===== src/rtl/core/tipcov_pkg.sv =====
`timescale 1ns / 1ps
package tipcov_pkg;

  localparam int MAP_INDEX_BITS = 16;
  // Bitmap rows are up to 64 bits wide; the rest of the index selects the row.
  localparam int ROW_SEL_BITS   = (MAP_INDEX_BITS >= 12) ? 6 : (MAP_INDEX_BITS / 2);
  localparam int ROW_BITS       = 1 << ROW_SEL_BITS;
  localparam int ROW_ADDR_BITS  = MAP_INDEX_BITS - ROW_SEL_BITS;
  localparam int ROWS           = 1 << ROW_ADDR_BITS;

  localparam int IP_W  = 64;
  localparam int CNT_W = 17;
  localparam logic [CNT_W-1:0] COUNT_MAX = '1;

  localparam int QDEPTH = 4;
  localparam int QPTR_W = 2;

  localparam logic       OP_PACKET = 1'b0;
  localparam logic       OP_START  = 1'b1;

  localparam logic [1:0] KIND_OTHER = 2'd0;
  localparam logic [1:0] KIND_TIP   = 2'd1;

  localparam logic [2:0] IPC_SUPPRESSED = 3'd0;
  localparam logic [2:0] IPC_UPD16      = 3'd1;
  localparam logic [2:0] IPC_UPD32      = 3'd2;
  localparam logic [2:0] IPC_UPD48      = 3'd3;
  localparam logic [2:0] IPC_SEXT48     = 3'd4;
  localparam logic [2:0] IPC_FULL       = 3'd5;

  typedef struct packed {
    logic                      start;
    logic                      ip_updated;
    logic [IP_W-1:0]           full_ip;
    logic                      mark;
    logic [MAP_INDEX_BITS-1:0] idx;
  } item_t;

endpackage


===== src/rtl/core/tipcov_queue.sv =====
`timescale 1ns / 1ps
module tipcov_queue (
  input  logic              clk,
  input  logic              rst_n,
  input  logic              push,
  input  tipcov_pkg::item_t push_item,
  output logic              full,
  input  logic              pop,
  output logic              empty,
  output tipcov_pkg::item_t head
);
  import tipcov_pkg::*;

  item_t             slot_r [QDEPTH];
  logic [QPTR_W-1:0] wr_ptr_r;
  logic [QPTR_W-1:0] rd_ptr_r;
  logic [QPTR_W:0]   fill_r;

  assign full  = (fill_r == (QPTR_W+1)'(QDEPTH));
  assign empty = (fill_r == '0);
  assign head  = slot_r[rd_ptr_r];

  always_ff @(posedge clk) begin
    if (push) begin
      slot_r[wr_ptr_r] <= push_item;
    end
  end

  always_ff @(posedge clk) begin
    if (!rst_n) begin
      wr_ptr_r <= '0;
      rd_ptr_r <= '0;
      fill_r   <= '0;
    end else begin
      if (push) begin
        wr_ptr_r <= wr_ptr_r + 1'b1;
      end
      if (pop) begin
        rd_ptr_r <= rd_ptr_r + 1'b1;
      end
      if (push && !pop) begin
        fill_r <= fill_r + 1'b1;
      end else if (pop && !push) begin
        fill_r <= fill_r - 1'b1;
      end
    end
  end

endmodule


===== config.mk =====
export PLATFORM = sky130hd
export DESIGN_NAME = tipcov_queue
export DESIGN_NICKNAME = d
export VERILOG_FILES = /design/src/rtl/core/tipcov_pkg.sv /design/src/rtl/core/tipcov_queue.sv
export SDC_FILE = /design/constraint.sdc
export NUM_CORES = 1
export LEC_CHECK = 0
export ABC_AREA = 1
export BUFFER_PORTS_ARGS = -buffer_cell sky130_fd_sc_hd__buf_2
export CAP_MARGIN = 20
export CORE_ASPECT_RATIO = 0.7
export CORE_MARGIN = 2
export CORE_UTILIZATION = 61
export CTS_CLUSTER_SIZE = 40
export DETAILED_ROUTE_END_ITERATION = 10
export GPL_TIMING_DRIVEN = 0
export PLACE_DENSITY = 0.84
export SYNTH_ARGS = -nofsm -noshare
export SYNTH_HDL_FRONTEND = slang
export SYNTH_SLANG_ARGS = --single-unit

===== constraint.sdc =====
create_clock -name clk -period 4.8 [get_ports clk]
set_clock_uncertainty 0.05 [all_clocks]
set_input_delay 0.96 -clock clk [delete_from_list [all_inputs] [get_ports clk]]
set_output_delay 0.96 -clock clk [all_outputs]
set_load 0.02 [all_outputs]

Word level (Yosys, flattened, before mapping)
Memories as Yosys holds them, arrays and structs flattened. A register that Yosys moved wholly into a read port is not among the register bits.
Index checks and enable logic that the tools add are counted.
{ "op_classes": {"add_sub_neg": 4, "n_eq_ne": 1, "n_mux": 6, "reduce_logical": 6} }
{ "ops": {"columns": ["cell", "count"], "rows": [
  ["$mux W3", 2],
  ["$add A2 B1 Y2 const B", 2],
  ["$mux W2", 2],
  ["$add A3 B1 Y3 const B", 1],
  ["$eq A3 B3 Y1 const B", 1],
  ["$logic_not A3 Y1", 1],
  ["$sub A3 B1 Y3 const B", 1],
  ["$logic_and A1 B1 Y1", 2],
  ["$logic_not A1 Y1", 2],
  ["$mux W1", 2],
  ["$reduce_bool A2 Y1", 1]
]} }
{ "word_totals": {"mem_bits_rw": 332, "mem_count": 1, "reg_bits": 7, "out_inout_bits": 85, "in_bits": 87} }
{ "mem_list": {"columns": ["memory", "depth", "width", "read_ports", "rd_clocked_by_memory_dff", "wr", "line", "source"], "rows": [
  ["slot_r", 4, 83, 1, 1, 1, "tipcov_queue.sv:14", "item_t slot_r [QDEPTH];"]
]} }

Logic depth before layout (Yosys ltp)
Gate-level depths: netlist of run 1.
{ "logic_depth": {"word_depth": 4, "ltp_mapped": 10, "mapped_depth_nobuf": 10} }

Least setup slack after synthesis of run 1
Ideal clock, no wire load.
{ "synth_path": {"path_kind": "input to register", "start": "in push", "end": "mem slot_r[0][0] in the netlist's numbering, enable pin", "setup_time_ns": 0.437, "arrival_ns": 2.601, "setup_slack_ns": 1.712, "n_path_buf": 0, "path_stages": 2, "path_cell_list": "nand2_1 inv_1"} }
{ "synth_between": {"elab_chain_len": 2} }
{ "synth_lines": {"columns": ["item", "line", "source"], "rows": [
  ["start, declared", "tipcov_queue.sv:5", "input logic push,"],
  ["$mux W1", "tipcov_queue.sv:24", "if (push) begin"],
  ["$mux W1 (not written as such)", "tipcov_queue.sv:25", "slot_r[wr_ptr_r] <= push_item;"],
  ["end, declared", "tipcov_queue.sv:14", null]
]} }
Every way passes these cells.

==> qor.yml, run 1 <==
crit_top_cell: "buf_2"
fill_cells: 1290
clk_latency_ns: 0.54
r2r_cells: 5
grt_setup_unrepaired: "false"
ys.flop_type: "edfxtp_1"
yosysWarningCount: 0
final_antenna_net_count: 0
netlist_instances: 861
reg2reg_slack_ns: 2.92
initial_core_util_pct: 61.9
path_cells: "buf_2 -> clkbuf_1 -> o21ai_0 -> o22ai_1 -> buf_2"
drive_gt1_share_pct: 23.5
synthArstFlopShare_pct: 0
placed_area_um2: 14100
cts_resized: 0
rows: 44
io_pins: 172
timing.final.crit_share_pct: 69.5
path_class: "reg2out"
switchingPower_mw: 1.53
globalplace.congestion: 0.767
irDropWorstVdd_v: 0.000402
totalWireLength_um: 27600
die_h_um: 125
ys_top_cells_by_area: "edfxtp_1 (78%), nor2_1 (5.0%), o21ai_0 (4.4%)"
port_buffers: 171
post_cts_buffers: 0
timing.fmax_mhz: 300
clkPwrFrac_pct: 35.7
grt_max_degree: 43
grt_usage_pct: 24.8
yosysMostFrequentCell: "edfxtp_1"
hold_start: "rd_ptr_r[1]"
final_max_slew_viol_count: 0
cts_sinks: 341
tightestPinTransition_ns: 0.661
ys_types: 20
power_density_nw_per_um2: 429
internal_power_mw: 4.92
hp-class: "reg2reg"
yosysTopAreaCell: "edfxtp_1"
seq_area_frac_synth_pct: 79.6
pre_cts_slack_ns: 2.09
p_comb_share_pct: 11.1
min_path_cells: 1
syn_nets: 954
drc: 0
p_leak_nw: 5.33
setup_ws_ns: 1.46
wl_per_cell_um: 20.1
cts_made_buffers: 31
required_ns: 3.79
cts_tree: "done"
slowest_delay_ns: 0.45
cp.arrival_ns: 2.33
crit_fanout: 10
hold_buffers: 0
htreeDepth: 1
crit_path_top_delay_cell: "clkbuf_1"
cts-root-buf: "clkbuf_16"
cp-end-kind: "primary output"
syn-cell-area_um2: 12700
cts_buffer_depth: 3
synth_edf_count: 332
ys_top_cells_by_count: "edfxtp_1 (332), nor2_1 (171), o21ai_0 (112)"
ff_latch_area_um2: 10100
grt_overflow: 0
grt_pass1_wl_um: 41700
drv_cap: 0
die_area_um2: 22100
start_kind: "flop"
r2r_end: "slot_r[2][28]"
core-area_um2: 20600
whs_ns: 0.390
die_x_um: 177
netlist.area_leader.share_pct: 78.2
finalHoldViolations: 0
firstDrtPassIters: 5
clk_pin_slew_ns: 0.06
grt_pass1_vias: 7686
nets: 1163
status: "complete, no violations"
ys_seq_elements: 341
rr_startpoint: "wr_ptr_r[0]"
synth_area_per_cell_um2: 14.8
vias: 7975
grt_antenna_before_repair: 8
drt-initial-drc-count: 829
seq_power_share_pct: 53.2
slew_headroom_pct: 56.0
multiInputGateArea_um2: 2180
period_needed_ns: 3.34
via_per_inst: 5.80
swShare_pct: 23.8
stdcell_area_um2: 15100
tns_ns: 0
dp_hpwl_um: 16600
finalSetupViolations: 0
area_growth_syn_to_layout_pct: 18.1
[metal layers]
metal,part of all wire (%),up-vias,routed length (µm),track usage (%)
met5,0.14,-,39,0
li1,-,3674,-,-
met4,2.4,6,656,6.66
met2,46,404,12700,38.5
met1,41,3835,11400,35.5
met3,10,56,2790,6.72
[critical path: cells and delay by family (launching register included)]
family | cells | cell delay (ns)
buf+inv | 3 | 0.97
flops | 1 | 0.34
compound gates | 2 | 0.47
[layout by cell type (no fill, tap or decap)]
master / count
nand2_1: 9
o22ai_1: 83
clkbuf_16: 31
ha_1: 5
clkinv_1: 5
fa_1: 1
nor2_1: 171
nor3_1: 2
bufinv_16: 2
clkinv_2: 7
clkbuf_2: 3
buf_4: 9
dfxtp_1: 9
clkinvlp_4: 2
diode_2: 6
nand3_1: 1
clkbuf_1: 29
buf_6: 13
inv_1: 12
buf_2: 179
nand4_1: 1
o21ai_1: 60
a21oi_1: 4
o21ai_0: 112
inv_6: 1
inv_4: 5
edfxtp_1: 332
buf_16: 5
[cells by family (layout without fill, tap and decap cells)]
logic type	after synthesis	count (layout)	share of synthesized area, %
buffers and inverters	71	303	3.25
and+or+nand+nor	184	184	5.47
adders and majority gates	6	6	0.648
other	0	6	0
AOI/OAI and AO/OA	259	259	11.0
DFF	341	341	79.6
[cell type report]
cell class | instances | share of cell area (%)
diodes | 6 | 0.0998
plain buffers | 54 | 2.31
repair buffers | 176 | 6.60
multi-input cells | 449 | 14.5
flip-flops and latches | 341 | 67.4
clock buffers | 39 | 5.35
inverters | 17 | 0.507
well taps | 276 | 2.29
clock inverters | 17 | 0.914
[worst max-delay path by stage]
stage	startpoint	end	slack, ns
3_3_place_gp	push	slot_r[0][38]	0.44
4_1_cts	flop	head[0]	1.47
2_1_floorplan	push	slot_r[0][0]	1.71
3_5_place_dp	flop	head[43]	2.09
6_report	flop	head[41]	1.46
5_1_grt	flop	head[50]	1.31
[power groups by stage]
stage | sequential (mW) | combinational (mW) | clock [mW]
2_1_floorplan | 3.50 | 0.416 | 0
3_3_place_gp | 3.51 | 0.674 | 0
3_5_place_dp | 3.49 | 0.713 | 0
4_1_cts | 3.43 | 0.717 | 2.33
5_1_grt | 3.44 | 0.776 | 2.44
6_report | 3.43 | 0.718 | 2.30
[flip-flops by register name (all words and copies together) (netlist names), named ones only]
signal    cells
wr_ptr_r      2
fill_r        3
rd_ptr_r      2
slot_r      332
[through the flow]
| stage | total power, mW | util (%) | cells |
|---|---|---|---|
| after CTS | 6.48 | 73.0 | 1369 |
| after detailed placement | 4.21 | 68.4 | 1313 |
| after global placement | 4.18 | 67.7 | 1308 |
| after global routing | 6.66 | 73.0 | 1371 |
| final | 6.45 | 73.1 | 1375 |
| after floorplan | 3.91 | - | 861 |
(Power assumes the default switching activity.)
==> run 2: changes to the inputs <==
--- a/config.mk
+++ b/config.mk
@@ -10,11 +10,11 @@
 export CAP_MARGIN = 20
 export CORE_ASPECT_RATIO = 0.7
 export CORE_MARGIN = 2
-export CORE_UTILIZATION = 61
+export CORE_UTILIZATION = 57
 export CTS_CLUSTER_SIZE = 40
 export DETAILED_ROUTE_END_ITERATION = 10
 export GPL_TIMING_DRIVEN = 0
-export PLACE_DENSITY = 0.84
+export PLACE_DENSITY = 0.79
 export SYNTH_ARGS = -nofsm -noshare
 export SYNTH_HDL_FRONTEND = slang
 export SYNTH_SLANG_ARGS = --single-unit
==> constraint.sdc (replaced) <==
create_clock -name clk -period 3.15 [get_ports clk]
set_clock_uncertainty 0.05 [all_clocks]
set_input_delay 0.63 -clock clk [delete_from_list [all_inputs] [get_ports clk]]
set_output_delay 0.63 -clock clk [all_outputs]
set_load 0.02 [all_outputs]
==> run 2 against run 1 <==
Effect of this change:
- non-clock buffer count decreased by 1
- utilization decreased by 4.0 points
- critical path depth rose by 1
- setup slack got worse by 1.3 ns
- clock-buffer cell count down 3
- via count is 2.7% lower
- sequential power is 52% higher
- wire length fell by 1.9%
- highest routed layer unchanged
- global-route usage shrank 2.1 points
- cell area is essentially flat
- sequential cell count unchanged
- power grew 53%
==> qor.yml, run 2 (synthesis results as in run 1) <==
port_buffers: 171  # unchanged
pre_cts_slack_ns: 0.758  # -1.33 ns
hp-class: "in2reg"
initial_core_util_pct: 58.5  # -3.4 points
fill_cells: 1470  # +14%
crit_fanout: 10  # unchanged
final_util_pct: 69.0  # -4.0 points
final_antenna_net_count: 0  # unchanged
globalplace.congestion: 0.732  # -4.6%
io_pins: 172  # unchanged
route.met3.wl_um: 2620  # -6.0%
clk_pin_slew_ns: 0.06  # about the same
hold_buffers: 0  # unchanged
vias: 7759  # -2.7%
final_max_slew_viol_count: 0  # unchanged
reg_top3: "slot_r x332, fill_r x3"
min_path_cells: 1  # unchanged
status: "complete, no violations"
finalSetupViolations: 0  # unchanged
cts_made_buffers: 30  # -3.2%
largest_reg_flops: 332  # unchanged
wl_met1_um: 11600  # +1.0%
cts_tree: "done"
grt_setup_unrepaired: "false"
cts_buffer_depth: 3  # unchanged
drive_gt1_share_pct: 23.4  # -0.16 points
die_x_um: 183  # +3.4%
p_leak_nw: 5.32  # -0.12%
via_per_inst: 5.63  # -2.8%
finalHoldViolations: 0  # unchanged
grt_antenna_before_repair: 5  # -3
ff_latch_area_um2: 10100  # unchanged
drc: 0  # unchanged
core-area_um2: 21800  # +5.8%
grt_overflow: 0  # unchanged
clk_latency_ns: 0.54  # about the same
path_class: "reg2out"
grt_max_degree: 47  # +9.3%
setup_ws_ns: 0.179  # -1.29 ns
die_h_um: 129  # +3.3%
totalWireLength_um: 27100  # -1.9%
power_density_nw_per_um2: 656  # +53%
met2_length_um: 12500  # -1.7%
cts_sinks: 341  # unchanged
top_layer_used: "met5"
period_needed_ns: 2.97
grt_pass1_vias: 7487  # -2.6%
area_growth_syn_to_layout_pct: 18.1  # about the same
multiInputGateArea_um2: 2180  # unchanged
final_common_cell: "edfxtp_1"
dp_hpwl_um: 16400  # -1.7%
timing.fmax_mhz: 337
cp.arrival_ns: 2.29  # -0.04 ns
cts-root-buf: "clkbuf_16"
final_cell_mix: "edfxtp_1 (332), buf_2 (179), nor2_1 (171)"
wl_per_cell_um: 19.7  # -2.0%
drt-initial-drc-count: 784  # -5.4%
irDropWorstVdd_v: 0.000563  # +40%
timing.final.crit_share_pct: 94.3
grt_pass1_wl_um: 40500  # -2.9%
required_ns: 2.47  # -1.32 ns
grt_usage_pct: 22.7  # -2.1 points
nets: 1161  # -0.17%
r2r_cells: 5  # unchanged
drv_cap: 0  # unchanged
rows: 45  # +2.3%
tightestPinTransition_ns: 0.628  # -0.0332 ns
firstDrtPassIters: 5  # unchanged
whs_ns: 0.247  # -0.143 ns
start_kind: "flop"
die_area_um2: 23600  # +6.8%
cp-end-kind: "primary output"
slew_headroom_pct: 58.2  # +2.2 points
htreeDepth: 1  # unchanged
top_register: "slot_r"
==> run 2: cell count changes in the layout (fill, tap and decap cells not counted), sizes merged <==
cell and change:
clkinvlp +1, bufinv +1, inv -1, buf -1, clkbuf -3, clkinv +2
diode -3
==> run 2: area by class of cell <==
| class | count | share of cell area, % |
|---|---|---|
| Tap cell | 282 | 2.35 |
| Clock buffer | 36 | 5.28 |
| Timing Repair Buffer | 175 | 6.42 |
| Buffer | 54 | 2.32 |
| Clock inverter | 20 | 1.13 |
| Multi-Input combinational cell | 449 | 14.5 |
| Antenna cell | 3 | 0.0499 |
| Inverter | 17 | 0.507 |
| Sequential cell | 341 | 67.5 |
==> run 2: layer usage <==
| layer | vias up | GRT usage [%] |
|---|---|---|
| met3 | 45 | 5.54 |
| met5 | - | 0 |
| li1 | 3668 | - |
| met1 | 3725 | 32.3 |
| met4 | 6 | 5.03 |
| met2 | 315 | 36.5 |
==> run 2: final timing paths <==
check,start,endpoint,slack [ns]
hold reg to reg,rd_ptr_r[1],rd_ptr_r[1],0.39
setup / recovery,flop,head[9],0.18
setup reg to reg,wr_ptr_r[0],slot_r[2][78],1.30
hold / removal,push_item[57],slot_r[0][57],0.25
==> run 2: where the power goes <==
group	total, mW	internal [mW]	switching (mW)
logic	1.08	0.334	0.747
registers	5.23	5.18	0.0467
clock network	3.56	2.03	1.52
total	9.87	7.55	2.32
==> run 2: what timing repair did <==
item	4_1_cts	5_1_grt
gates resized for setup	0	2
setup endpoints to repair	0	1
hold endpoints to repair	0	0
buffers inserted	0	0
==> run 2: metrics by stage <==
| stage | TNS, ns | total power, mW | cell area [µm²] | instances |
|---|---|---|---|---|
| final | 0 | 9.87 | 15000 | 1377 |
| after global routing | 0 | 10.2 | 15000 | 1374 |
| after CTS | 0 | 9.92 | 15000 | 1374 |
| after detailed placement | 0 | 6.40 | 14100 | 1318 |
| after global placement | -285.91 | 6.38 | 14000 | 1314 |
| after floorplan | 0 | 5.96 | 12700 | 861 |
==> run 2: worst max-delay path, stage by stage (launching register included) <==
cell and delay, ns:
dfxtp_1 0.32, inv_1 0.06, buf_2 0.29, clkbuf_1 0.44, o21ai_1 0.14, o22ai_1 0.27, buf_2 0.23
