### src/rtl/core/tipcov_pkg.sv
`timescale 1ns / 1ps
package tipcov_pkg;

  localparam int MAP_INDEX_BITS = 16;
  // Bitmap rows are up to 64 bits wide; the rest of the index selects the row.
  localparam int ROW_SEL_BITS   = (MAP_INDEX_BITS >= 12) ? 6 : (MAP_INDEX_BITS / 2);
  localparam int ROW_BITS       = 1 << ROW_SEL_BITS;
  localparam int ROW_ADDR_BITS  = MAP_INDEX_BITS - ROW_SEL_BITS;
  localparam int ROWS           = 1 << ROW_ADDR_BITS;

  localparam int IP_W  = 64;
  localparam int CNT_W = 17;
  localparam logic [CNT_W-1:0] COUNT_MAX = '1;

  localparam int QDEPTH = 4;
  localparam int QPTR_W = 2;

  localparam logic       OP_PACKET = 1'b0;
  localparam logic       OP_START  = 1'b1;

  localparam logic [1:0] KIND_OTHER = 2'd0;
  localparam logic [1:0] KIND_TIP   = 2'd1;

  localparam logic [2:0] IPC_SUPPRESSED = 3'd0;
  localparam logic [2:0] IPC_UPD16      = 3'd1;
  localparam logic [2:0] IPC_UPD32      = 3'd2;
  localparam logic [2:0] IPC_UPD48      = 3'd3;
  localparam logic [2:0] IPC_SEXT48     = 3'd4;
  localparam logic [2:0] IPC_FULL       = 3'd5;

  typedef struct packed {
    logic                      start;
    logic                      ip_updated;
    logic [IP_W-1:0]           full_ip;
    logic                      mark;
    logic [MAP_INDEX_BITS-1:0] idx;
  } item_t;

endpackage

### src/rtl/core/tipcov_front.sv
`timescale 1ns / 1ps
module tipcov_front (
  input  logic                  clk,
  input  logic                  rst_n,
  input  logic                  in_valid,
  input  logic                  in_op,
  input  logic [1:0]            in_pkt_kind,
  input  logic [2:0]            in_ip_compression,
  input  logic [63:0]           in_ip_payload,
  output logic                  in_stall,
  input  logic                  cfg_we,
  input  logic [63:0]           cfg_wdata,
  input  logic                  q_full,
  input  logic                  back_busy,
  output logic                  push,
  output tipcov_pkg::item_t     push_item
);
  import tipcov_pkg::*;

  logic [IP_W-1:0] cutoff_r;
  logic [IP_W-1:0] last_ip_r;
  logic [IP_W-1:0] ip_nxt;
  logic            upd;

  assign in_stall = q_full | back_busy;
  assign push     = in_valid & ~in_stall;

  always_comb begin
    ip_nxt = last_ip_r;
    upd    = 1'b0;
    if (in_op == OP_START) begin
      ip_nxt = '0;
    end else if (in_pkt_kind != KIND_OTHER) begin
      upd = 1'b1;
      unique case (in_ip_compression)
        IPC_UPD16:  ip_nxt = {last_ip_r[63:16], in_ip_payload[15:0]};
        IPC_UPD32:  ip_nxt = {last_ip_r[63:32], in_ip_payload[31:0]};
        IPC_UPD48:  ip_nxt = {last_ip_r[63:48], in_ip_payload[47:0]};
        IPC_SEXT48: ip_nxt = {{16{in_ip_payload[47]}}, in_ip_payload[47:0]};
        IPC_FULL:   ip_nxt = in_ip_payload;
        default:    upd    = 1'b0;
      endcase
    end
  end

  always_comb begin
    push_item.start      = (in_op == OP_START);
    push_item.ip_updated = upd;
    push_item.full_ip    = ip_nxt;
    push_item.mark       = upd & (in_pkt_kind == KIND_TIP) & (ip_nxt < cutoff_r);
    push_item.idx        = ip_nxt[MAP_INDEX_BITS-1:0];
  end

  always_ff @(posedge clk) begin
    if (!rst_n) begin
      cutoff_r  <= '1;
      last_ip_r <= '0;
    end else begin
      if (cfg_we) begin
        cutoff_r <= cfg_wdata;
      end
      if (push) begin
        last_ip_r <= ip_nxt;
      end
    end
  end

endmodule

### config.mk
export PLATFORM = sky130hd
export DESIGN_NAME = tipcov_front
export DESIGN_NICKNAME = d
export VERILOG_FILES = /design/src/rtl/core/tipcov_pkg.sv /design/src/rtl/core/tipcov_front.sv
export SDC_FILE = /design/constraint.sdc
export NUM_CORES = 1
export LEC_CHECK = 0
export ABC_AREA = 1
export BUFFER_PORTS_ARGS = -buffer_cell sky130_fd_sc_hd__clkbuf_2
export CORE_AREA = 2 2 117 119
export DETAILED_ROUTE_END_ITERATION = 16
export DIE_AREA = 0 0 119 121
export PLACE_DENSITY = 0.85
export SLEW_MARGIN = 30
export SYNTH_ARGS = -nofsm -noshare
export SYNTH_HDL_FRONTEND = slang
export SYNTH_SLANG_ARGS = --single-unit
export TNS_END_PERCENT = 100
### constraint.sdc
create_clock -name clk -period 3.8 [get_ports clk]
set_clock_uncertainty 0.15 [all_clocks]
set_input_delay 0 -clock clk [delete_from_list [all_inputs] [get_ports clk]]
set_output_delay 0 -clock clk [all_outputs]
set_load 0.02 [all_outputs]
=== After elaboration in Yosys (flattened, before gate mapping) ===
Index checks and enable logic that the tools add are counted.
Widths: inputs -> output; s select.

* Output and inout bits: 85
* RAM bits: 0
* Memories kept: 0
* Flip-flop bits (word level): 128
* Word-level logic and storage cells: 22
* Latch bits: 0
* Memory bits (read-only): 0
* Bits of input ports: 140

* Multipliers: 0
* Divide/modulo/power cells: 0
* Reduce and logical (&&, ||, !) cells: 2
* Shifts and indexed selects: 0
* Eq/ne operators: 6
* $add $sub $neg: 0
* $lt $le $gt $ge: 1
* Muxes and demuxes: 6
* Bitwise operators: 5

{| class="wikitable"
|+ Operators by type and width
! cell !! count
|-
| $pmux 64 s5 || 1
|-
| $mux 64 || 2
|-
| $lt 64x64->1 || 1
|-
| $eq 3x2->1 const B || 2
|-
| $eq 3x3->1 const B || 2
|-
| $reduce_or 5->1 || 1
|-
| $and 1x1->1 || 3
|-
| $eq 3x1->1 const B || 1
|-
| $mux 1 || 3
|-
| $eq 2x1->1 const B || 1
|-
| $reduce_bool 2->1 || 1
|-
| $not 1->1 || 1
|-
| $or 1x1->1 || 1
|}

=== Logic depth before layout (Yosys ltp) ===
Gate-level depths: netlist (run 1).

* Word-level depth: 7
* Mapped depth: 20
* Gate-level depth less buffers: 19

=== Least setup slack after synthesis (run 1) ===
OpenSTA, ideal clock, no wires.

* Kind: input port to output port
* Start point: in in_ip_compression[1]
* End point: out push_item[16] (netlist name)
* Stages on the path: 13
* Data required time: 3.650 ns
* Data arrival time: 2.541 ns
* Slack: 1.109 ns
* Path through: inv_1 nand2_2 a21oi_1 clkbuf_1 o31ai_1 ha_1 nand2_1 inv_1 nand3_1 nor4_1 or3b_2 nor3_1 a21oi_2

{| class="wikitable"
|+ RTL lines
! item !! RTL line !! text
|-
| start, declared || tipcov_front.sv:8 || <nowiki>input logic [2:0] in_ip_compression,</nowiki>
|-
| end, declared || tipcov_front.sv:16 || <nowiki>output tipcov_pkg::item_t push_item</nowiki>
|}

==> results of run 1 <==
[critical path: stages]
cell       delay (ns)
clkbuf_2         0.33
nand2_2          0.12
nand3_4          0.23
nand2_4          0.18
inv_1            0.41
nor2_1           0.07
nor2_1           0.31
ha_1             0.33
nand2_1          0.09
inv_1            0.07
nand3_1          0.10
a31oi_1          0.11
a2111oi_0        0.32
nand2_1          0.11
nand2_1          0.09
nand2_1          0.09
a21oi_2          0.18
clkbuf_2         0.19
[cells in the final DEF (no fill, tap or decap), types with 2 or more instances in the layout]
cell type	n
clkbuf_16	17
o221ai_1	2
dfxtp_1	128
a21oi_1	124
nand3_2	2
nand4_1	10
a21boi_0	2
nand2_2	3
ha_1	63
clkbuf_1	5
o21a_1	2
bufinv_16	3
clkbuf_2	223
o211ai_1	16
clkinv_2	4
nand3_1	23
o21ai_0	163
inv_2	2
nor2_1	132
a211oi_1	4
nand2_1	101
nor4_1	3
nor3_1	3
clkbuf_8	3
a21oi_2	2
o31ai_1	16
inv_1	133
buf_4	11
dlygate4sd3_1	123
[layer usage]
| metal | part of all wire, % | global-route usage, % | routed length (um) |
|---|---|---|---|
| met4 | 5.0 | 18.4 | 1220 |
| met2 | 49 | 58.4 | 12100 |
| met1 | 38 | 38.4 | 9230 |
| met5 | 0 | 0 | 0 |
| met3 | 8.0 | 7.99 | 1950 |
[power by group through the flow]
stage | Sequential [mW] | Combinational [mW] | Clock, mW
2_1_floorplan | 1.47 | 0.466 | 0
3_3_place_gp | 1.47 | 0.660 | 0
3_5_place_dp | 1.48 | 0.673 | 0
4_1_cts | 1.45 | 0.781 | 1.66
5_1_grt | 1.46 | 0.896 | 1.74
6_report | 1.45 | 0.818 | 1.67
[kinds of logic (layout without fill, tap and decap cells)]
kind of cell / after synthesis / in the layout / share of synthesized area (%)
AO/OA/AOI/OAI: 333 / 333 / 24.7
AND/OR/NAND/NOR: 283 / 283 / 16.3
buffers and inverters: 216 / 525 / 12.4
flip-flops: 128 / 128 / 35.6
adder cells (fa/ha/maj): 63 / 63 / 10.9
other: 0 / 1 / 0
[metrics by stage]
step                      instance area, um^2  worst slack, ns
final                                   10100            0.286
after global placement                   8250            0.414
after CTS                               10100            0.202
after detailed placement                 8250            0.315
after floorplan                          7210             1.11
after global routing                    10100           0.0301
[sequential cells by signal, indices dropped and copies added, names as in the netlist]
register	count
cutoff_r	64
last_ip_r	64
[worst paths after layout]
| check | from | to | slack, ns | cells past startpoint |
|---|---|---|---|---|
| worst max-delay path | in_ip_compression[0] | push_item[16] | 0.29 | 18 |
| worst min-delay path | in_ip_payload[61] | last_ip_r[61] | 0.01 | 7 |
| worst max register to register | last_ip_r[58] | last_ip_r[58] | 2.51 | 4 |
| worst min register to register | cutoff_r[42] | cutoff_r[42] | 0.32 | 2 |
[repair_timing]
action                     CTS  global route
buffers inserted             0             0
setup endpoints to repair    0             1
hold endpoints to repair   123             0
resized for setup            0             1
hold buffers               123             0
[cell usage after synthesis (3+ instances only)]
master	n	area share, %
a211oi_1	4	0.42
a21oi_1	125	8.7
buf_2	8	0.56
buf_4	20	2.1
clkbuf_1	49	2.6
dfxtp_1	128	36
ha_1	63	11
inv_1	134	7.0
nand2_1	101	5.3
nand2_2	3	0.26
nand3_1	24	1.7
nand4_1	10	0.87
nor2_1	132	6.9
nor3_1	3	0.21
nor4_1	3	0.26
o211ai_1	16	1.7
o21ai_0	163	11
o31ai_1	16	1.7
[final cells by class]
type	count	area [um^2]	area share, %
multi-input cells	679	3760	37.3
flip-flops and latches	128	2560	25.4
repair buffers	357	2430	24.1
inverters	137	515	5.11
clock buffers	25	485	4.82
well taps	176	220	2.18
clock inverters	6	105	1.04
diodes	1	2.50	0.0248
==> metrics, run 1 <==
Max H-tree Level 4; sequential fraction of design power 36.9%; Cell Area, Synth 7210 um^2; FILL cells around 860; GR Overflow Total 0; Pre-antenna DRT Iters 6; startpoint class of the critical path input pin; post-DR wirelength/cell ~16 um; largest net degree at the start of global routing 97; ratio of cells with drive above 1 in the final layout 20.6%; Cell Rows 42; Synthesized Nets about 1200; setup TNS 0 ns; Data required, critical path 3.65 ns; clock sinks approximately 130; Clk pwr share 42.3%; Slew Limit Fails 0; combinational power share 20.8%; Leakage 5.43 nW; die height 121 um; top_reg_cell synth dfxtp_1; final hold slack 0.0121 ns; flop and latch count out of synthesis 128; CTS root buffer clkbuf_16; CP Max Fanout 18; placed cell count about 1400; global-route wire length before repair slightly below 40000 um; die area 14400 um^2; Remaining DRCs 0; synth unique cells 34; register area share after synthesis 35.6%; HPWL Detailed 14200 um; Antenna Nets Post-Route 0; Tot Pwr between 3 and 4 mW; relative slew slack 41.5%; status completed; Sw Pwr 1.11 mW; RSZ-0062 raised after global routing no; mean cell area of the mapped netlist 7.04 um^2; Final Hold Vio Count 0; Initial DRC Count 666; Clk pin slew, worst setup/hold paths 0.05 ns; die width 119 um; Tightest Pin Transition ~0.88 ns; total global-route track usage about 34%; worst vdd ir 0.000293 V; Finished Layout Cells 1509; Sw Ratio 28.3%; worst min-delay path class in2reg; core area 13100 um^2; initial antenna violation count 0; Internal 2.82 mW; Nets roughly 1500; Tcrit/Tclk final 92.5%; Top Ports 225; Pwr Density around 390 nW/um^2; Final Critical Period around 3.5 ns; max-cap violations 0; Synth-to-Final Area Change 39.9%; Worst-Skew Late Latency 0.42 ns; total clock buffers created by CTS 17; Post-synth ARST share 0%; cells after synthesis 1023; vias 8400; vias per cell 5.57; Fmax 0.285 GHz; global placer's final weighted congestion just over 0.9; Ys Warns 0; vias in the first global route about 8000; endpoints failing setup 0; Data arrival, critical path 3.36 ns; CTS tree built; WS Path Type in2out; WL final 24500 um; Clock Tree Buf Depth 2; fin util roughly 77%; number of synthesized flops with an enable pin 0; crit path capture type output pin; initial core utilization 55.1%; IO buf count 224
Power figures use the tool's default switching activity.
==> inputs of run 2 (changes only) <==
CORE_AREA = 2 2 89 156   (was 2 2 117 119)
DIE_AREA = 0 0 91 158   (was 0 0 119 121)
GPL_TIMING_DRIVEN = 0   (was unset)
==> metrics, run 2 (synthesized netlist as in run 1, its figures left out) <==
status completed; RSZ-0062 raised after global routing no; initial core utilization 54.7%; Clk pin slew, worst setup/hold paths 0.06 ns; Sw Ratio 31.0%; Antenna Cells 0; largest net degree at the start of global routing 17; Cell Rows 56; die height roughly 160 um; Synth-to-Final Area Change 45.6%; vias per cell 5.68; Pwr Density between 300 and 400 nW/um^2; commonest non-fill, non-tap cells in the layout clkbuf_2, o21ai_0, dlygate4sd3_1; Post-DP Area 8530 um^2; CP Max Fanout 10; Max H-tree Level 4; Nets 1602; global-route wire length before repair 44200 um; vias in the first global route a little over 9000; CTS tree built; crit path capture type output pin; combinational power share 22.5%; Fmax 0.277 GHz; vias about 9000; GR Overflow Total 0; WL final 28000 um; Slew Limit Fails 0; WS Path Type in2out; worst reg-to-reg setup slack 2.06 ns; Clk pwr share 41.1%; Largest regs cutoff_r: 64 flops, last_ip_r: 64 flops; Internal 2.75 mW; IO buf count 221; post-DR wirelength/cell 17.7 um; clock sinks between 100 and 150; initial antenna violation count 0; Leakage 5.62 nW; Tcrit/Tclk final 95.0%; Top Ports 225; Initial DRC Count 629; global placer's final weighted congestion 0.899; Data arrival, critical path between 3 and 4 ns; HPWL Detailed 17400 um; Pre-antenna DRT Iters 6; Remaining DRCs 0; final instance area 10500 um^2; Clock Tree Buf Depth 2; Sw Pwr 1.23 mW; worst vdd ir 0.000327 V; die area 14400 um^2; Worst-Skew Late Latency 0.41 ns; worst min-delay path class in2reg; Data required, critical path 3.65 ns; CTS root buffer clkbuf_16; commonest non-fill, non-tap cell in the layout clkbuf_2; startpoint class of the critical path input pin; total global-route track usage 38.7%; relative slew slack ~46%; die width a little over 90 um; endpoints failing setup 0; Tightest Pin Transition around 0.80 ns; core area 13200 um^2; sequential fraction of design power 36.5%; Antenna Nets Post-Route 0; Final Critical Period 3.61 ns; setup TNS 0 ns; total clock buffers created by CTS 17; ratio of cells with drive above 1 in the final layout 20.9%; max-cap violations 0; Final Hold Vio Count 0
[run 2: worst max-delay path, cell delays in order]
cell and delay, ns:
clkbuf_2 0.10, inv_1 0.05, nand2_2 0.14, clkinv_1 0.27, nand3_1 0.32, buf_2 0.27
nand2_1 0.08, nand2_1 0.08, o31ai_1 0.11, ha_1 0.36, nand2_1 0.07, inv_1 0.06
nand3_1 0.14, nor4_4 0.38, or3b_2 0.53, nor3_1 0.23, a21oi_2 0.09, clkbuf_2 0.17
[run 2: stage by stage]
stage	power (mW)	instances	utilization (%)	hold slack, ns	setup slack (ns)
after detailed placement	2.20	1418	64.8	0.0708	0.0878
after floorplan	1.94	1023	-	-0.0374	1.11
after global routing	4.12	1586	79.7	0.0567	0.0158
after CTS	3.92	1586	79.5	0.000145	0.0814
after global placement	2.18	1418	64.8	0.0641	0.115
final	3.98	1586	79.7	0.0142	0.190
[run 2: worst paths after layout]
kind	from	endpoint	cells past startpoint
worst min register to register	cutoff_r[57]	cutoff_r[57]	2
worst max register to register	last_ip_r[10]	last_ip_r[10]	5
worst min-delay path	in_ip_payload[61]	last_ip_r[61]	7
worst max-delay path	in_ip_compression[1]	push_item[16]	18
[run 2: cell type report]
class,instances,area [um^2]
timing repair buffer,357,2470
sequential,128,2560
clock inverter,15,159
buffer,79,382
fill,879,2680
multi-input combinational,679,3770
tap,174,218
clock buffer,17,425
inverter,137,514
[run 2: power groups by stage]
stage / registers (mW) / clock network [mW] / logic, mW
4_1_cts: 1.45 / 1.63 / 0.840
6_report: 1.45 / 1.64 / 0.895
5_1_grt: 1.46 / 1.69 / 0.969
3_3_place_gp: 1.47 / 0 / 0.703
3_5_place_dp: 1.48 / 0 / 0.720
2_1_floorplan: 1.47 / 0 / 0.466
[run 2: what timing repair did]
item                                    CTS  global route
gates resized for setup                   0             2
endpoints found under the setup margin    0             1
hold endpoints to repair                120             0
hold buffers                            136             0
setup buffers                             0             0
[run 2: per-layer routing]
layer / share of wire, % / GRT usage (%) / routed length, um / up-vias
met1: 33 / 36.6 / 9360 / 4122
met5: 0 / 0 / 0 / -
li1: - / - / - / 4139
met2: 51 / 70.3 / 14300 / 569
met4: 8.6 / 31.5 / 2410 / 0
met3: 7.0 / 9.14 / 1950 / 183
==> inputs of run 3 (changes only) <==
ABC_AREA = 0   (was 1)
CAP_MARGIN = 20   (was unset)
CORE_AREA = 2 2 91 158   (was 2 2 89 156)
DIE_AREA = 0 0 93 160   (was 0 0 91 158)
PLACE_DENSITY = 0.84   (was 0.85)
==> metrics, run 3 <==
status completed; CP Max Fanout 10; Clock Tree Buf Depth 2; GR Overflow Total 0; Max stage delay on crit path 0.46 ns; post-DR wirelength/cell 18.7 um; vias per cell around 5.7; Data required, critical path between 3 and 4 ns; max-cap violations 0; Max H-tree Level 4; Clk pin slew, worst setup/hold paths 0.06 ns; top cells by count, synth nand2_1, dfxtp_1, o211ai_1; worst vdd ir between 0.0003 and 0.0004 V; commonest non-fill, non-tap cell in the layout clkbuf_2; vias in the first global route 8768; Cell Rows 57; placed cell count approximately 1300; Nets 1463; worst min-delay path class in2reg; top cells by area, synth dfxtp_1, ha_1, nand2_1; Synth-to-Final Area Change 41.7%; number of synthesized flops with an enable pin 0; Post-synth ARST share 0%; Antenna Cells 0; setup TNS 0 ns; total clock buffers created by CTS 17; Sw Ratio 28.4%; Top Ports 225; HPWL Detailed about 17000 um; WS Path Type in2out; synth unique cells between 40 and 50; Ys Warns 0; die area between 10000 and 15000 um^2; register area share after synthesis 34.4%; commonest non-fill, non-tap cells in the layout clkbuf_2, nand2_1, dfxtp_1; WL final roughly 27000 um; Pwr Density between 300 and 400 nW/um^2; Tcrit/Tclk final 90.9%; CTS tree built; CP most frequent cell clkbuf_2; vias about 8300; Remaining DRCs 0; Slowest-stage cell, CP a211oi_4; startpoint class of the critical path input pin; worst r2r src last_ip_r[43]; Synthesized Nets approximately 1100; Data arrival, critical path 3.30 ns; Largest regs cutoff_r: 64 flops, last_ip_r: 64 flops; FILL cells 949; sequential fraction of design power a little under two fifths; family with the most delay on the worst path compound AO/OA/AOI/OAI gates; Setup Buffers After CTS 0; Clk pwr share roughly two fifths; initial antenna violation count 1; Initial DRC Count 491; worst reg-to-reg setup slack 2.00 ns; Worst-Skew Late Latency 0.41 ns; reg2reg path depth 5; Leakage 5.23 nW; RSZ-0062 raised after global routing no; Internal 2.64 mW; flop and latch count out of synthesis between 100 and 150; Worst Path Buf+Inv 3; CP Cell Sequence clkbuf_2, nor3_1, a211oi_4, buf_4, mux2i_1, nor2_1, ha_1, a21oi_1, o21ai_0, a221oi_1, o211ai_1, a211oi_2, o211a_1, clkbuf_2; CTS root buffer clkbuf_16; global-route wire length before repair 42500 um; Finished Layout Cells 1449; critical hold path startpoint in_ip_payload[56]; Antenna Nets Post-Route 0; initial core utilization 54.3%; Tightest Pin Transition 0.833 ns; ratio of cells with drive above 1 in the final layout about a quarter; top_reg_cell synth dfxtp_1; proportion of netlist area held by the largest area contributor 34.4%; die width just over 90 um; Fmax 0.290 GHz; Sw Pwr about 1.0 mW; Worst Hold End last_ip_r[56]; global placer's final weighted congestion a little over 0.9; Cell Area, Synth about 7400 um^2; core area around 14000 um^2; Hold Path Cell Cnt 5; most frequent cell after synthesis nand2_1; combinational power share 19.8%; clock sinks between 100 and 150; IO buf count between 200 and 250; Final Hold Vio Count 0; endpoints failing setup 0; crit path capture type output pin; Pre-antenna DRT Iters 9; largest net degree at the start of global routing 17; mean cell area of the mapped netlist 8.29 um^2; relative slew slack 44.5%; Final Critical Period between 3 and 4 ns; Slew Limit Fails 0; cell taking the most area after synthesis dfxtp_1; cells after synthesis between 800 and 900; total global-route track usage a little over a third; die height 160 um; Worst R2R End last_ip_r[43]
==> run 3: how the worst max path moves through the flow <==
| stage | endpoint | cells past startpoint | slack, ns | startpoint |
|---|---|---|---|---|
| global placement | push_item[16] | 13 | 0.003 | in_op |
| detailed placement | push_item[16] | 13 | -0.04 | in_op |
| finish | push_item[16] | 14 | 0.35 | in_ip_compression[2] |
| global route | push_item[16] | 14 | 0.11 | in_ip_compression[2] |
| floorplan | push_item[16] | 12 | 1.09 | in_ip_compression[1] |
| CTS | push_item[16] | 14 | 0.22 | in_ip_compression[2] |
==> run 3: stage by stage <==
step           setup WS [ns]  utilization, %  total power, mW  area, um^2  hold slack [ns]
2_1_floorplan           1.09               -             1.82        7440          -0.0374
3_3_place_gp         0.00344            64.1             2.02        8770           0.0670
3_5_place_dp         -0.0361            64.1             2.03        8770           0.0722
4_1_cts                0.217            77.0             3.66       10500          0.00616
5_1_grt                0.111            77.0             3.81       10500           0.0339
6_report               0.346            77.0             3.69       10500           0.0204
==> run 3: what timing repair did <==
| item | CTS | global route |
|---|---|---|
| cloned | 0 | 0 |
| hold endpoints to repair | 119 | 0 |
| endpoints found under the setup margin | 1 | 1 |
| hold buffers | 122 | 0 |
| resized for setup | 0 | 1 |
==> run 3: kinds of logic (layout without fill, tap and decap cells) <==
group,count (synthesis),count (layout),share of synthesized area [%]
AOI/OAI and AO/OA,218,218,21.7
xor gates and xnor gates,1,1,0.118
adders and majority gates,63,63,10.6
buffers and inverters,144,518,8.59
DFF,128,128,34.4
muxes,49,49,6.59
and+or+nand+nor,295,295,18.0
==> run 3: layout make-up <==
class                   count  area, um^2  area share (%)
flip-flops and latches    128        2560            24.3
repair buffers            344        2330            22.1
well taps                 177         221            2.10
plain buffers              74         377            3.57
inverters                  69         259            2.46
multi-input cells         626        4240            40.2
clock buffers              21         460            4.37
clock inverters            10        88.8           0.842
==> run 3: worst register-to-register path, delay by kind of cell (launching register included) <==
family          cells  cell delay [ns]
mux                 1             0.12
flops               1             0.35
simple gates        2             0.27
buf+inv             1             0.58
compound gates      1             0.28
==> run 3: power by group through the flow <==
stage	clock network, mW	registers, mW	logic [mW]
after floorplan	0	1.43	0.385
after global placement	0	1.44	0.586
after detailed placement	0	1.44	0.596
after CTS	1.54	1.41	0.703
after global routing	1.61	1.41	0.788
final	1.55	1.41	0.731
==> run 3: layer usage <==
layer	GRT usage [%]	part of all wire (%)	up-vias
li1	-	-	3809
met1	34.9	34	3894
met4	25.8	7.2	2
met5	0	0.033	-
met3	8.54	6.1	161
met2	65.7	52	457
